==> config.mk <==
export PLATFORM = sky130hd
export DESIGN_NAME = cset_ram
export DESIGN_NICKNAME = d
export VERILOG_FILES = /design/src/rtl/core/cset_ram.sv
export SDC_FILE = /design/constraint.sdc
export NUM_CORES = 1
export LEC_CHECK = 0
export BUFFER_PORTS_ARGS = -buffer_cell sky130_fd_sc_hd__buf_2
export CAP_MARGIN = 15
export CELL_PAD_IN_SITES_DETAIL_PLACEMENT = 1
export CELL_PAD_IN_SITES_GLOBAL_PLACEMENT = 2
export CORE_MARGIN = 1
export CORE_UTILIZATION = 45
export CTS_BUF_LIST = sky130_fd_sc_hd__clkbuf_4 sky130_fd_sc_hd__clkbuf_8
export DETAILED_ROUTE_END_ITERATION = 16
export GPL_TIMING_DRIVEN = 0
export HOLD_SLACK_MARGIN = 0.03
export PLACE_DENSITY = 0.79
export SLEW_MARGIN = 15
export SYNTH_ARGS = -nofsm -noshare
export SYNTH_HDL_FRONTEND = slang
export SYNTH_SLANG_ARGS = --single-unit
export TNS_END_PERCENT = 30
==> constraint.sdc <==
create_clock -name clk -period 1.88 [get_ports clk]
set_input_delay 0.376 -clock clk [delete_from_list [all_inputs] [get_ports clk]]
set_output_delay 0.376 -clock clk [all_outputs]
set_load 0.1 [all_outputs]
==> src/rtl/core/cset_ram.sv <==
// Generic single-write, single-read RAM with registered read data.
// No package dependency.
module cset_ram #(
  parameter int WIDTH = 8,
  parameter int DEPTH = 16
) (
  input  logic                     clk,
  input  logic                     we,
  input  logic [$clog2(DEPTH)-1:0] waddr,
  input  logic [WIDTH-1:0]         wdata,
  input  logic [$clog2(DEPTH)-1:0] raddr,
  output logic [WIDTH-1:0]         rdata
);

  logic [WIDTH-1:0] mem [DEPTH];

  always_ff @(posedge clk) begin
    if (we) begin
      mem[waddr] <= wdata;
    end
    rdata <= mem[raddr];
  end

endmodule

==> impl_metrics.csv <==
group,metric,value,unit
run_status,outcome,"finished, final reports clean",
finish,diodes,0,
timing,rsz0062_at_grt,"no",
yosys,synth_top_family_by_area,"multiplexers",
timing,finalSetupViolCount,0,
drt,drtAntennaViolNets,0,
yosys,synth.distinct_cells,19,
drt,vias,2426,
yosys,syn_inst,229,
setup_path,end_kind,"register",
yosys,seq_area_frac_synth,0.778,
power_and_ir_drop,power.density,1070,nW/um^2
timing,maxSlewHeadroom,0.402,
clocking,holdBufCountCts,0,
global_route,grt_max_degree,17,
clocking,clk_pin_slew,80,ps
timing,slew_viol_final,0,
yosys,syn_nets,247,
power_and_ir_drop,peakVddDrop,0.000422,V
finish,finalNetCount,290,
yosys,ys_top_cells_by_area,"edfxtp_1, mux4_2, mux4_1",
floorplanning,dieArea,11900,sq um
yosys,synth_most_common_cell,"edfxtp_1",
clocking,post-cts-setup-buffers,0,
yosys,synth_warnings,0,
global_route,grt_pass1_vias,2509,
floorplanning,initial_utilization,0.469,
drt,drt_iter0_markers,166,
setup_path,arrival,1750,ps
hold_path,holdCritPathClass,"in -> reg",
setup_path,worstPathRequired,1920,ps
global_route,grt_busiest_layer,"met2",
setup_path,path_max_fanout,8,
clocking,cts_sinks,136,
drt,wirelength,10300,um
drt,wire_per_inst,24.2,um
timing,skew,11.8,ps
floorplanning,die_w,109,um
global_route,grt_antenna_before_repair,0,
placed_design,port_buffers,24,
clocking,cts_root_buf,"clkbuf_8",
yosys,yosys.area.top_type,"edfxtp_1",
timing,worst_pin_slew,894,ps
setup_path,path_class,"in -> reg",
drt,drc,0,
placed_design,gp_congestion,0.686,
yosys,synth-simple-area-share,0.0318,
floorplanning,dieHeight,109,um
drt,drt-vias-per-instance,5.71,
drt,firstDrtPassIters,4,
yosys,synth_flop_cell,"edfxtp_1",
yosys,synth-xor-area-share,0,
yosys,synth-seq-cells,136,
yosys,synth.cell_area,5150,sq um
placed_design,dp.cells,393,
timing,period_share,0.907,
floorplanning,core.rowCount,38,
finish,final_layout_size_suffix_gt1_frac,0.312,
yosys,synthArstFlopShare,0,
job,max-cap-violations,0,
yosys,synth_compound_area_frac,0.0233,
yosys,synth_common_cells,"edfxtp_1, mux4_2, a22oi_1",
timing,fmax,0.587,GHz
setup_path,cp-start-kind,"input pin",
yosys,synth_edf_count,128,
finish,fill_cells,973,
clocking,cts_buffer_depth,2,
yosys,muxShareOfSynthArea,0.150,
floorplanning,ios,26,
clocking,tritoncts,"yes",
global_route,grt_util_met1,0.276,
finish,areaGrowthSynthToFinish,14.2,%
timing,hold_viol,0,
clocking,cts_resized,0,
global_route,grtUsageMet3,0.0430,
yosys,synth_top_area_frac,0.747,
power_and_ir_drop,p_leak,0.00196,uW
power_and_ir_drop,p_total,6310,uW
timing,period_needed,1700,ps
placed_design,dpl.hpwl,6540,um
yosys,synthAdderAreaFrac,0,
global_route,gr-total-overflow,0,
finish,final_cells,425,
floorplanning,core,11000,sq um
timing,fin_setup_tns,0,ps
global_route,grt_util_all_layers,0.195,
yosys,avgSynthCellArea,22.5,sq um
clocking,cts_buffers,17,
global_route,met2_usage,0.290,
clocking,cts_max_level,4,
global_route,grt_pass1_wl,15400,um
clocking,insertion_delay,430,ps
-- stage by stage --
step	hold WS [ps]	utilization	cell area, sq um	setup slack [ps]
after floorplan	475	-	5150	11.1
after global placement	659	0.496	5440	-574
after detailed placement	679	0.497	5460	-266
after CTS	328	0.535	5870	176
after global routing	336	0.535	5880	139
final	338	0.535	5880	175
-- critical path: stages --
cell	delay, ps
buf_2	110
or3b_2	540
nor2_1	710
-- state kept, by name (all words and copies together), names as in the netlist --
name	count
rdata	8
mem	128
-- cells in the final DEF, fill, tap and decap left out --
master	n
a22oi_1	16
and2_1	1
and2b_1	1
buf_2	27
buf_4	1
buf_6	3
bufinv_16	2
clkbuf_4	3
clkbuf_8	22
clkdlybuf4s25_2	3
clkinv_2	3
clkinvlp_4	2
dfxtp_1	8
edfxtp_1	128
mux4_1	14
mux4_2	18
nand2_1	9
nand2b_1	2
nand3_1	1
nand3b_1	2
nor2_1	13
nor2b_1	1
nor3_2	4
or3b_2	1
-- routing by layer --
metal | wire [um] | vias up | share of wire
met3 | 625 | 16 | 0.061
met4 | 244 | 0 | 0.024
met2 | 4850 | 79 | 0.47
met1 | 4570 | 1264 | 0.44
met5 | 0 | - | 0
li1 | - | 1067 | -
-- worst paths after layout --
path | start | to | slack [ps] | depth (start not counted)
setup / recovery | waddr[2] | mem[2][2]$_DFFE_PP_ | 180 | 3
hold / removal | wdata[5] | mem[14][5]$_DFFE_PP_ | 340 | 1
setup reg to reg | mem[11][0]$_DFFE_PP_ | rdata[0]$_DFF_P_ | 470 | 3
hold reg to reg | mem[8][2]$_DFFE_PP_ | rdata[2]$_DFF_P_ | 690 | 3
-- kinds of logic (layout without fill, tap and decap cells) --
family | after synthesis | in the layout
and+or+nand+nor | 35 | 35
buffers and inverters | 10 | 66
AOI/OAI and AO/OA | 16 | 16
DFF | 136 | 136
muxes | 32 | 32
-- power by group --
| group | leakage [uW] | switching [uW] | internal [uW] | total [uW] |
|---|---|---|---|---|
| clock network | 0.000212 | 1040 | 1400 | 2440 |
| logic | 0.000520 | 338 | 135 | 473 |
| registers | 0.00122 | 16.3 | 3390 | 3400 |
| total | 0.00196 | 1400 | 4920 | 6310 |
-- final cells by class --
cell class              count  area [sq um]  area share
multi-input cells          83          1080       0.183
clock buffers              25           325      0.0553
repair buffers             24           120      0.0204
plain buffers              10          86.3      0.0147
clock inverters             7          90.1      0.0153
flip-flops and latches    136          4000       0.681
well taps                 140           175      0.0298
Note: power is estimated with default switching activity, not from simulation.
